`src/design/pica_pkg.sv`:
```
// Shared types and constants for the PI controller with anti-windup.
package pica_pkg;

  localparam int unsigned DATA_W    = 16;
  localparam int unsigned ERR_W     = DATA_W + 1;
  localparam int unsigned PROD_W    = DATA_W + ERR_W;
  localparam int unsigned INTEG_W   = 32;
  localparam int unsigned SHIFT_P   = 2;
  localparam int unsigned SHIFT_I   = 4;
  localparam int unsigned SHIFT_OUT = 8;
  localparam int unsigned Y_W       = INTEG_W - SHIFT_OUT;
  localparam int unsigned CFG_IDX_W = 2;

  typedef enum logic [CFG_IDX_W-1:0] {
    REG_PROP_GAIN  = 2'd0,
    REG_INTEG_GAIN = 2'd1,
    REG_OUT_MAX    = 2'd2,
    REG_OUT_MIN    = 2'd3
  } reg_idx_t;

  localparam logic signed [DATA_W-1:0] OUT_MAX_RESET = 16'sh7fff;
  localparam logic signed [DATA_W-1:0] OUT_MIN_RESET = 16'sh8000;

  typedef struct packed {
    logic signed [DATA_W-1:0] prop_gain;
    logic signed [DATA_W-1:0] integ_gain;
    logic signed [DATA_W-1:0] out_max;
    logic signed [DATA_W-1:0] out_min;
  } cfg_t;

endpackage

```
`src/design/pica_if.sv`:
```
// Valid/ready channel interfaces for controller samples and drive results.
interface pica_in_if;
  logic                                 valid;
  logic                                 ready;
  logic signed [pica_pkg::DATA_W-1:0]   reference;
  logic signed [pica_pkg::DATA_W-1:0]   measured;

  modport source (output valid, output reference, output measured, input ready);
  modport sink   (input valid, input reference, input measured, output ready);
endinterface

interface pica_out_if;
  logic                                 valid;
  logic                                 ready;
  logic signed [pica_pkg::DATA_W-1:0]   drive;

  modport source (output valid, output drive, input ready);
  modport sink   (input valid, input drive, output ready);
endinterface

```
`src/design/pica_cfg_regs.sv`:
```
// Configuration register file: gains and output clamp limits.
module pica_cfg_regs (
  input  logic                                clk,
  input  logic                                rst,
  input  logic                                cfg_we,
  input  logic [pica_pkg::CFG_IDX_W-1:0]      cfg_index,
  input  logic [pica_pkg::DATA_W-1:0]         cfg_data,
  output pica_pkg::cfg_t                      cfg
);

  always_ff @(posedge clk) begin
    if (rst) begin
      cfg.prop_gain  <= '0;
      cfg.integ_gain <= '0;
      cfg.out_max    <= pica_pkg::OUT_MAX_RESET;
      cfg.out_min    <= pica_pkg::OUT_MIN_RESET;
    end else if (cfg_we) begin
      case (pica_pkg::reg_idx_t'(cfg_index))
        pica_pkg::REG_PROP_GAIN:  cfg.prop_gain  <= cfg_data;
        pica_pkg::REG_INTEG_GAIN: cfg.integ_gain <= cfg_data;
        pica_pkg::REG_OUT_MAX:    cfg.out_max    <= cfg_data;
        pica_pkg::REG_OUT_MIN:    cfg.out_min    <= cfg_data;
        default: ;
      endcase
    end
  end

endmodule

```
`src/design/pica_datapath.sv`:
```
// One-pass PI arithmetic: error, gain products, output clamp, integrator update.
module pica_datapath (
  input  logic signed [pica_pkg::DATA_W-1:0]  reference,
  input  logic signed [pica_pkg::DATA_W-1:0]  measured,
  input  pica_pkg::cfg_t                      cfg,
  input  logic signed [pica_pkg::INTEG_W-1:0] integrator,
  output logic signed [pica_pkg::DATA_W-1:0]  drive,
  output logic signed [pica_pkg::INTEG_W-1:0] integrator_next
);

  logic signed [pica_pkg::ERR_W-1:0]    err;
  logic signed [pica_pkg::PROD_W-1:0]   p_prod;
  logic signed [pica_pkg::PROD_W-1:0]   i_prod;
  logic signed [pica_pkg::PROD_W-1:0]   p_shift;
  logic signed [pica_pkg::PROD_W-1:0]   i_shift;
  logic signed [pica_pkg::INTEG_W-1:0]  cand;
  logic signed [pica_pkg::INTEG_W-1:0]  sum;
  logic signed [pica_pkg::Y_W-1:0]      y;
  logic signed [pica_pkg::Y_W-1:0]      max_ext;
  logic signed [pica_pkg::Y_W-1:0]      min_ext;

  assign err = pica_pkg::ERR_W'(reference) - pica_pkg::ERR_W'(measured);

  assign p_prod = pica_pkg::PROD_W'($signed(cfg.prop_gain)) * pica_pkg::PROD_W'(err);
  assign i_prod = pica_pkg::PROD_W'($signed(cfg.integ_gain)) * pica_pkg::PROD_W'(err);

  assign p_shift = p_prod >>> pica_pkg::SHIFT_P;
  assign i_shift = i_prod >>> pica_pkg::SHIFT_I;

  // Cleared gain zeroes the candidate; it still passes through the hold tests.
  assign cand = (cfg.integ_gain != '0)
              ? pica_pkg::INTEG_W'(i_shift) + integrator
              : '0;

  assign sum = pica_pkg::INTEG_W'(p_shift) + cand;
  assign y   = sum[pica_pkg::INTEG_W-1:pica_pkg::SHIFT_OUT];

  assign max_ext = pica_pkg::Y_W'($signed(cfg.out_max));
  assign min_ext = pica_pkg::Y_W'($signed(cfg.out_min));

  always_comb begin
    logic signed [pica_pkg::Y_W-1:0]     y_clamp;
    logic signed [pica_pkg::INTEG_W-1:0] c;
    y_clamp = y;
    c       = cand;
    // Upper clamp first, then lower; each hold test compares with the old value.
    if (y_clamp > max_ext) begin
      y_clamp = max_ext;
      if (c > integrator) c = integrator;
    end
    if (y_clamp < min_ext) begin
      y_clamp = min_ext;
      if (c < integrator) c = integrator;
    end
    drive           = y_clamp[pica_pkg::DATA_W-1:0];
    integrator_next = c;
  end

endmodule

```
`src/design/pi_controller_antiwindup.sv`:
```
// PI controller with conditional-integration anti-windup: each sample transaction
// (reference, measured) yields one drive transaction. A sample is registered on
// acceptance and the whole computation (two 16x17 gain products, integrator add,
// shift and clamp) runs from that input register into the output register once
// the output register is free or being drained; one sample is taken every cycle
// while the output is not stalled, and the integrator register, updated in that
// same pass, carries one sample's state to the next. The user must write gains
// and clamp limits through the cfg_we port only while the block is idle; the block itself does not enforce this.
module pi_controller_antiwindup (
  input  logic                            clk,
  input  logic                            rst,
  input  logic                            cfg_we,
  input  logic [pica_pkg::CFG_IDX_W-1:0]  cfg_index,
  input  logic [pica_pkg::DATA_W-1:0]     cfg_data,
  pica_in_if.sink                         sample,
  pica_out_if.source                      result
);

  pica_pkg::cfg_t                      cfg;
  logic                                s1_valid;
  logic signed [pica_pkg::DATA_W-1:0]  s1_reference;
  logic signed [pica_pkg::DATA_W-1:0]  s1_measured;
  logic                                out_valid;
  logic signed [pica_pkg::DATA_W-1:0]  drive;
  logic signed [pica_pkg::DATA_W-1:0]  drive_next;
  logic signed [pica_pkg::INTEG_W-1:0] integrator;
  logic signed [pica_pkg::INTEG_W-1:0] integrator_next;
  logic                                advance;
  logic                                accept;

  pica_cfg_regs u_cfg (
    .clk       (clk),
    .rst       (rst),
    .cfg_we    (cfg_we),
    .cfg_index (cfg_index),
    .cfg_data  (cfg_data),
    .cfg       (cfg)
  );

  pica_datapath u_dp (
    .reference       (s1_reference),
    .measured        (s1_measured),
    .cfg             (cfg),
    .integrator      (integrator),
    .drive           (drive_next),
    .integrator_next (integrator_next)
  );

  // Advance the held sample when the output register is free or being drained.
  assign advance      = s1_valid && (!out_valid || result.ready);
  assign sample.ready = !s1_valid || advance;
  assign accept       = sample.valid && sample.ready;

  assign result.valid = out_valid;
  assign result.drive = drive;

  always_ff @(posedge clk) begin
    if (rst) begin
      s1_valid   <= 1'b0;
      out_valid  <= 1'b0;
      integrator <= '0;
    end else begin
      if (accept) begin
        s1_valid <= 1'b1;
      end else if (advance) begin
        s1_valid <= 1'b0;
      end
      if (advance) begin
        out_valid  <= 1'b1;
        integrator <= integrator_next;
      end else if (result.ready) begin
        out_valid <= 1'b0;
      end
    end
  end

  always_ff @(posedge clk) begin
    if (accept) begin
      s1_reference <= sample.reference;
      s1_measured  <= sample.measured;
    end
    if (advance) begin
      drive <= drive_next;
    end
  end

  a_drive_above_min: assert property (@(posedge clk) disable iff (rst)
    out_valid |-> drive >= cfg.out_min)
    else $error("drive below lower clamp");

  a_drive_below_max: assert property (@(posedge clk) disable iff (rst)
    (out_valid && cfg.out_min <= cfg.out_max) |-> drive <= cfg.out_max)
    else $error("drive above upper clamp");

  a_integ_only_on_advance: assert property (@(posedge clk) disable iff (rst)
    (!$past(rst) && !$past(advance)) |-> $stable(integrator))
    else $error("integrator changed without a sample");

  a_stall_cause: assert property (@(posedge clk) disable iff (rst)
    !sample.ready |-> (s1_valid && out_valid && !result.ready))
    else $error("input stalled with room downstream");

endmodule
```
`src/flat_wrapper.sv`:
```
// flat-port wrapper written by rule: the top's interface ports become plain ports
module pi_controller_antiwindup_flat 
  (clk, rst, cfg_we, cfg_index, cfg_data, sample_valid, sample_reference, sample_measured, sample_ready, result_valid, result_drive, result_ready);
  pica_in_if sample_i ();
  pica_out_if result_i ();
  input  logic clk;
  input  logic rst;
  input  logic cfg_we;
  input  logic [pica_pkg::CFG_IDX_W-1:0] cfg_index;
  input  logic [pica_pkg::DATA_W-1:0] cfg_data;
  input wire logic [$bits(sample_i.valid)-1:0] sample_valid;
  input wire logic [$bits(sample_i.reference)-1:0] sample_reference;
  input wire logic [$bits(sample_i.measured)-1:0] sample_measured;
  output wire logic [$bits(sample_i.ready)-1:0] sample_ready;
  output wire logic [$bits(result_i.valid)-1:0] result_valid;
  output wire logic [$bits(result_i.drive)-1:0] result_drive;
  input wire logic [$bits(result_i.ready)-1:0] result_ready;
  assign sample_i.valid = sample_valid;
  assign sample_i.reference = sample_reference;
  assign sample_i.measured = sample_measured;
  assign sample_ready = sample_i.ready;
  assign result_valid = result_i.valid;
  assign result_drive = result_i.drive;
  assign result_i.ready = result_ready;
  pi_controller_antiwindup u_core (.clk(clk), .rst(rst), .cfg_we(cfg_we), .cfg_index(cfg_index), .cfg_data(cfg_data), .sample(sample_i), .result(result_i));
endmodule
```
`config.mk`:
```
export PLATFORM = sky130hd
export DESIGN_NAME = pi_controller_antiwindup_flat
export DESIGN_NICKNAME = d
export VERILOG_FILES = /design/src/design/pica_pkg.sv /design/src/design/pica_if.sv /design/src/design/pica_cfg_regs.sv /design/src/design/pica_datapath.sv /design/src/design/pi_controller_antiwindup.sv /design/src/flat_wrapper.sv
export SDC_FILE = /design/constraint.sdc
export NUM_CORES = 2
export LEC_CHECK = 0
export BUFFER_PORTS_ARGS = -buffer_cell sky130_fd_sc_hd__buf_2
export CAP_MARGIN = 20
export CELL_PAD_IN_SITES_DETAIL_PLACEMENT = 0
export CELL_PAD_IN_SITES_GLOBAL_PLACEMENT = 1
export CORE_MARGIN = 4
export CORE_UTILIZATION = 50
export CTS_BUF_LIST = sky130_fd_sc_hd__clkbuf_8
export DETAILED_ROUTE_END_ITERATION = 10
export PLACE_DENSITY_LB_ADDON = 0.1
export SYNTH_ARGS = -nofsm -noshare
export SYNTH_HDL_FRONTEND = slang
export SYNTH_HIERARCHICAL = 1
export SYNTH_SLANG_ARGS = --single-unit
```
`constraint.sdc`:
```
create_clock -name clk -period 47.4 [get_ports clk]
set_input_delay 7.11 -clock clk [delete_from_list [all_inputs] [get_ports clk]]
set_output_delay 7.11 -clock clk [all_outputs]
set_load 0.05 [all_outputs]
```
==> impl_metrics.toml <==
[logic_synthesis]
synth_cells = 3757
ys_async_sr_fraction_pct = 0
synth_edf_count = 48
synth_seq_cells = 146
syn-num-nets = 4721
yosysSeqAreaShare_pct = 10.1
syn_area_per_cell_um2 = 8.97
ys_warn_count = 6
synth_area_um2 = 33700
ys_types = 86
ys_dominant_reg_cell = "dfxtp_1"

[cts]
post-cts-setup-buffers = 0
cts_max_level = 4
holdBufCountCts = 0
path_clk_slew_ps = 110
cts_buffer_depth = 2
ctsResizeCount = 0
clockRootBuffer = "clkbuf_8"
clock-sinks = 146
clk_latency_ps = 560
cts_tree = "yes"
cts_buffers = 17

[sta]
slew_headroom_pct = 35.5
slew_violations = 0
fmax_mhz = 52.9
clock_skew_ps = 32.9
hold_viol_final = 0
setup_tns_ps = 0
rsz0062_at_grt = "false"
timing.final.crit_share_pct = 39.9
setup_viol = 0
min_period_ps = 18910
worst_pin_slew_ps = 963

[layout]
multi_input_area_um2 = 27100
drive_above_1_share_pct = 6.75
seq_area_um2 = 3400
n_fill_cell = 6227
nNetsFinal = 4714
final_common_cell = "inv_1"
syn_to_final_growth_pct = 5.15
layout_common_cells = "694 x inv_1, 554 x fa_1, 355 x ha_1"

[die]
initial_core_util_pct = 50.8
ios = 73
dieHeight_um = 268
placementRows = 94
core_area_um2 = 66300
dieArea_um2 = 71600
die_w_um = 268

[status]
status = "finished, final reports clean"

[placed_design]
dp_hpwl_mm = 75.2
gp_congestion = 0.948
portBuffers = 72

[worst_setup_path]
critPathSlowestCell = "a211oi_1"
critPathRequiredTime_ps = 47810
worst-endpoint-arrival_ps = 19320
cp_max_fo = 44
criticalPathCategory = "flop to flop"
critPathMaxStageDelay_ps = 560
start_kind = "flop"
endpoint_kind = "flop"

[power_and_ir_drop]
peakVddDrop_uv = 70.4
power.leakage_uw = 0.0170
total_power_uw = 1740
power_density_nw_per_um2 = 49.1

[grt]
gr-total-overflow = 0
grt_pass1_wl_mm = 149
grt_start_max_net_pins = 87
grt_usage_pct = 26.7
antenna_found_initial = 3
first_global_vias = 27000

[worst_hold_path]
worst_hold_path_type = "flop to flop"

[detailed_routing]
avgViaCountPerCell = 5.55
wl_per_cell_um = 20.1
postRouteAntennaNets = 0
drc = 0
vias = 25700
first_iter_violations = 1566
wl_mm = 93.0
drtPass1Iterations = 6

[flow_run]
drv_cap = 0
registers in the layout, indices dropped and copies added (netlist names):
name	count
u_core/s1_valid	1
u_core/result.valid	1
u_core/u_cfg/cfg	64
u_core/result.drive	16
u_core/s1_measured	16
u_core/integrator	32
u_core/s1_reference	16
area by class of cell:
type,instances,share of cell area (%)
diodes,2,0.0141
repair buffers,126,2.17
flip-flops and latches,146,9.61
inverters,694,7.35
well taps,864,3.05
clock inverters,15,0.569
clock buffers,17,0.660
multi-input cells,2765,76.6
per-layer routing:
metal / up-vias / global-route usage [%] / share of wire [%]
met2: 610 / 46.0 / 50
li1: 11900 / - / -
met5: - / 0 / 0
met4: 0 / 7.53 / 2.9
met3: 110 / 2.71 / 4.2
met1: 13100 / 36.1 / 43
stage by stage:
stage / cell area (um2) / utilization (%) / instances / hold WS (ps) / worst slack (ps)
after CTS: 35400 / 53.4 / 4627 / 490 / 28740
final: 35400 / 53.4 / 4629 / 488 / 28490
after floorplan: 33700 / - / 3757 / 447 / 31600
after detailed placement: 35000 / 52.7 / 4595 / 468 / 28890
after global placement: 35000 / 52.7 / 4595 / 462 / 29160
after global routing: 35400 / 53.4 / 4628 / 517 / 27260
path summary, 6_finish.rpt:
kind / depth (start not counted) / to / from / slack, ps
min: 2 / u_core/u_cfg/cfg[40]$_SDFFE_PP0P_ / u_core/u_cfg/cfg[40]$_SDFFE_PP0P_ / 490
max: 77 / u_core/integrator[31]$_SDFFE_PP0P_ / u_core/s1_measured[0]$_DFFE_PP_ / 28490
max reg2reg: 77 / u_core/integrator[31]$_SDFFE_PP0P_ / u_core/s1_measured[0]$_DFFE_PP_ / 28490
min reg2reg: 2 / u_core/u_cfg/cfg[40]$_SDFFE_PP0P_ / u_core/u_cfg/cfg[40]$_SDFFE_PP0P_ / 490
logic make-up after synthesis:
group | share of synthesized area [%]
xor gates and xnor gates | 3.24
DFF | 10.1
adders and majority gates | 46.1
and+or+nand+nor | 17.1
AOI/OAI and AO/OA | 8.82
muxes | 4.88
buffers and inverters | 9.76
worst max-delay path, delay by kind of cell, from the launching register on:
kind / cells / cell delay, ps
and+or+nand+nor: 21 / 3910
AOI/OAI and AO/OA: 27 / 5790
xor gates and xnor gates: 3 / 610
buffers and inverters: 10 / 1790
DFF: 1 / 380
muxes: 3 / 870
adders and majority gates: 13 / 5310
synth_stat cells (all sizes together) (34+ instances only):
cell	instances	area (um2)
mux2	56	664
nand2b	176	1100
and2	192	1200
nand2	326	1220
xnor2	94	823
mux2i	98	981
nand3	42	215
dfxtp	98	1960
a21o	73	548
nand4	35	219
nor3	34	193
clkbuf	121	454
o21ai	88	440
ha	355	4440
inv	694	2610
nor2	189	709
edfxtp	48	1440
a21oi	139	699
fa	554	11100
nor2b	59	379
power by group:
| part | leakage [uW] | switching [uW] | total [uW] | internal, uW |
|---|---|---|---|---|
| Clock | 0.000216 | 69.3 | 111 | 41.6 |
| Combinational | 0.0155 | 868 | 1450 | 580 |
| Sequential | 0.00126 | 16.4 | 179 | 162 |
Note: power is estimated with default switching activity, not from simulation.
